$ cat src/rtl/c2cs_pkg.sv
// Shared constants and types for the sparse coordinate-to-compressed converter.
package c2cs_pkg;
	localparam int MaxEntries = 32;
	localparam int MaxDim     = 31;
	localparam int IdxW       = 5;
	localparam int AddrW      = $clog2(MaxEntries);
	localparam int CntW       = $clog2(MaxEntries + 1);
	localparam int PosW       = 6;
	localparam int ValW       = 64;
	localparam int CfgIdxW    = 2;

	localparam logic [CfgIdxW-1:0] CfgCompressColumns = 2'd0;
	localparam logic [CfgIdxW-1:0] CfgNumRows         = 2'd1;
	localparam logic [CfgIdxW-1:0] CfgNumCols         = 2'd2;

	localparam logic [1:0] StatusOk       = 2'd0;
	localparam logic [1:0] StatusRange    = 2'd1;
	localparam logic [1:0] StatusOverflow = 2'd2;

	typedef enum logic [2:0] {
		ST_IDLE,
		ST_SHIFT,
		ST_EMIT_RD,
		ST_EMIT
	} state_t;

	typedef struct packed {
		logic [IdxW-1:0] major;
		logic [IdxW-1:0] minor;
		logic [ValW-1:0] value;
	} entry_t;

	typedef struct packed {
		logic [PosW-1:0] position;
		logic            entry_present;
		logic [IdxW-1:0] major_index;
		logic [IdxW-1:0] minor_index;
		logic [ValW-1:0] sorted_value;
		logic            pointer_present;
		logic [PosW-1:0] pointer_value;
		logic            run_last;
		logic [1:0]      status;
	} result_t;

	typedef struct packed {
		logic [IdxW-1:0] row_one_based;
		logic [IdxW-1:0] col_one_based;
		logic [ValW-1:0] entry_value;
		logic            batch_last;
	} item_t;

	typedef struct packed {
		logic [CfgIdxW-1:0] index;
		logic [IdxW-1:0]    data;
	} cfg_t;
endpackage

$ cat src/rtl/c2cs_store.sv
// Entry store: synchronous memory with one write port and one registered read port.
module c2cs_store (
	input  logic                   clk,
	input  logic                   we,
	input  logic [c2cs_pkg::AddrW-1:0] waddr,
	input  c2cs_pkg::entry_t       wdata,
	input  logic [c2cs_pkg::AddrW-1:0] raddr,
	output c2cs_pkg::entry_t       rdata
);
	import c2cs_pkg::*;
	entry_t mem [MaxEntries];
	always_ff @(posedge clk) begin
		if (we) mem[waddr] <= wdata;
		rdata <= mem[raddr];
	end
endmodule

$ cat config.mk
export PLATFORM = sky130hd
export DESIGN_NAME = c2cs_store
export DESIGN_NICKNAME = d
export VERILOG_FILES = /design/src/rtl/c2cs_pkg.sv /design/src/rtl/c2cs_store.sv
export SDC_FILE = /design/constraint.sdc
export NUM_CORES = 2
export LEC_CHECK = 0
export ABC_AREA = 1
export BUFFER_PORTS_ARGS = -buffer_cell sky130_fd_sc_hd__buf_2
export CAP_MARGIN = 20
export CORE_MARGIN = 2
export CORE_UTILIZATION = 60
export DETAILED_ROUTE_END_ITERATION = 10
export PLACE_DENSITY_LB_ADDON = 0.15
export SLEW_MARGIN = 30
export SYNTH_ARGS = -nofsm -noshare
export SYNTH_HDL_FRONTEND = slang
export SYNTH_SLANG_ARGS = --single-unit
$ cat constraint.sdc
create_clock -name clk -period 6.9 [get_ports clk]
set_input_delay 1.035 -clock clk [delete_from_list [all_inputs] [get_ports clk]]
set_output_delay 1.035 -clock clk [all_outputs]
set_load 0.02 [all_outputs]
==> impl_metrics.csv <==
group,metric,value,unit
run_status,outcome,"finished, final reports clean",
cells_and_area,syn2layout_area_growth,10.2,%
placed_design,port_buffers,159,
yosys,ys_ff_latch,2442,
clock_network,path_clk_slew,60,ps
yosys,synth-warning-count,0,
routing,vias,61737,
cells_and_area,ff_latch_area,72600,um2
clock_network,cts_resized,0,
cells_and_area,multiInputGateArea,21100,um2
timing,worst_hold_slack,633,ps
die,start_util,60.2,%
clock_network,clockRootBuffer,"clkbuf_16",
timing,tightestPinTransition,1120,ps
clock_network,cts_buffer_depth,3,
die,die_w,405,um
pwr,power_density,292,nW/um2
critical_path,critPathBufInv,2,
clock_network,cts_hold_buffers,0,
timing,finalHoldViolations,0,
timing,fmax,318,MHz
routing,drt_first_pass_iters,6,
placed_design,place_inst,9643,
critical_path,crit_required,7370,ps
global_routing,antenna_found_initial,20,
routing,wire_per_inst,25.2,um
run,cap_violations,0,
routing,wirelength,254,mm
placed_design,place_hpwl,115,mm
cells_and_area,fin_util,66.3,%
clock_network,cts_tree,"yes",
die,num_rows,147,
cells_and_area,final_common_cell,"nand2_1",
yosys,synthCells,7807,
yosys,synth_area_leaders,"edfxtp_1 74%, nand3_1 11%, nand2_1 11%",
cells_and_area,instances_no_fill,10096,
global_routing,grt_overflow_total,0,
critical_path,critPathLaunchType,"primary input",
cells_and_area,nets,7882,
routing,routed_via_density,6.11,
yosys,synth_top_cell_by_area,"edfxtp_1",
routing,drc,0,
routing,ant_nets,0,
timing,report.final.slew_viol_count,0,
cells_and_area,final_layout_size_suffix_gt1_share,7.87,%
timing,timing.final.crit_period,3140,ps
global_routing,grt_max_degree,214,
critical_path,crit_path_max_fanout,33,
global_routing,grt_pass1_wl,375,mm
global_routing,grt_pass1_vias,58971,
clock_network,clk_latency,870,ps
critical_path,arrival,3620,ps
critical_path,path_cells,"buf_2 > nand3_1 > nor2_4 > buf_4",
timing,skew,28.8,ps
die,fp.dieH,405,um
yosys,syn_nets,7893,
critical_path,cp_slowest_cell,"nor2_4",
die,dieArea,164000,um2
clock_network,htreeDepth,4,
timing,rsz0062_at_grt,"no",
critical_path,crit_path_max_incr_delay,990,ps
clock_network,cts.sinks,2442,
clock_network,cts_made_buffers,235,
worst_hold_path,hp-class,"primary input to register",
clock_network,cts_setup_buffers,0,
critical_path,crit_family,"simple AND/OR/NAND/NOR gates",
critical_path,crit_path_end_kind,"register",
die,core-area,160000,um2
timing,fin_crit_sh,45.5,%
yosys,netlist_area,96300,um2
yosys,synth-seq-area-share,75.3,%
timing,relSlewSlack,25.4,%
placed_design,gp_congestion,0.781,
pwr,ir_drop,266,uV
yosys,yosysTopAreaCellShare,73.8,%
critical_path,criticalPathCategory,"primary input to register",
pwr,p_leak,37.8,nW
timing,finalSetupTns,0,ps
yosys,synth_cell_types,13,
timing,setup_viol,0,
die,ios,160,
routing,drt_iter0_drc,8071,
global_routing,grtUsageTotal,31.0,%
cells_and_area,num-fill-cells,11406,
yosys,avgSynthCellArea,12.3,um2
cells_and_area,mostFrequentLayoutCells,"2,724 x nand2_1, 2,368 x edfxtp_1, 2,091 x nand3_1",
==> report_power, final <==
part / switching (mW) / internal (mW)
Clock: 5.43 / 7.25
Combinational: 1.34 / 0.439
Sequential: 0.0738 / 16.5
Total: 6.85 / 24.2
==> final timing paths <==
check	start	endpoint	slack, ps	cells past startpoint
setup / recovery	we	mem[19][63]$_DFFE_PP_	3760	4
hold / removal	raddr[4]	rdata[15]$_DFF_P_	630	3
setup reg to reg	mem[23][69]$_DFFE_PP_	rdata[69]$_DFF_P_	5560	8
hold reg to reg	mem[8][31]$_DFFE_PP_	rdata[31]$_DFF_P_	700	6
==> tightest hold or removal path: stages <==
cell	delay (ps)
buf_6	210
nand3_1	140
nand2_1	50
==> routing by layer <==
layer | vias to the layer above | wire (um) | global-route usage [%]
li1 | 27694 | - | -
met1 | 30236 | 101000 | 43.5
met2 | 3232 | 121000 | 49.6
met3 | 559 | 24300 | 5.32
met4 | 16 | 8230 | 10.6
met5 | - | 99 | 0
==> flip-flops by register name (all words and copies together), names as in the netlist <==
signal / cells
mem: 2368
rdata: 74
==> layout make-up <==
type | count | share of cell area (%)
diodes | 6 | 0.0141
inverters | 10 | 0.0766
flip-flops and latches | 2442 | 68.4
clock buffers | 351 | 6.34
well taps | 2086 | 2.46
repair buffers | 260 | 2.01
multi-input cells | 4847 | 19.8
clock inverters | 94 | 0.869
==> cells in the mapped netlist, drive strengths merged <==
| cell | instances |
|---|---|
| clkbuf | 56 |
| edfxtp | 2368 |
| inv | 10 |
| nand3 | 2091 |
| nor2 | 32 |
| buf | 452 |
| nand2 | 2724 |
| dfxtp | 74 |
==> stage by stage <==
stage	worst slack [ps]	area [um2]	power, mW
after detailed placement	2930	98400	18.6
after global routing	3680	106000	31.8
after global placement	2960	98400	18.6
final	3760	106000	31.0
after floorplan	1970	96300	18.0
after CTS	3840	106000	31.1
==> kinds of logic (layout without fill, tap and decap cells) <==
group                  after synthesis  count (layout)  share of synthesized area (%)
buffers and inverters              518             715                           3.05
DFF                               2442            2442                           75.3
other                                0               6                              0
and+or+nand+nor                   4847            4847                           21.6
No activity file was read; power rests on OpenSTA's default activity.
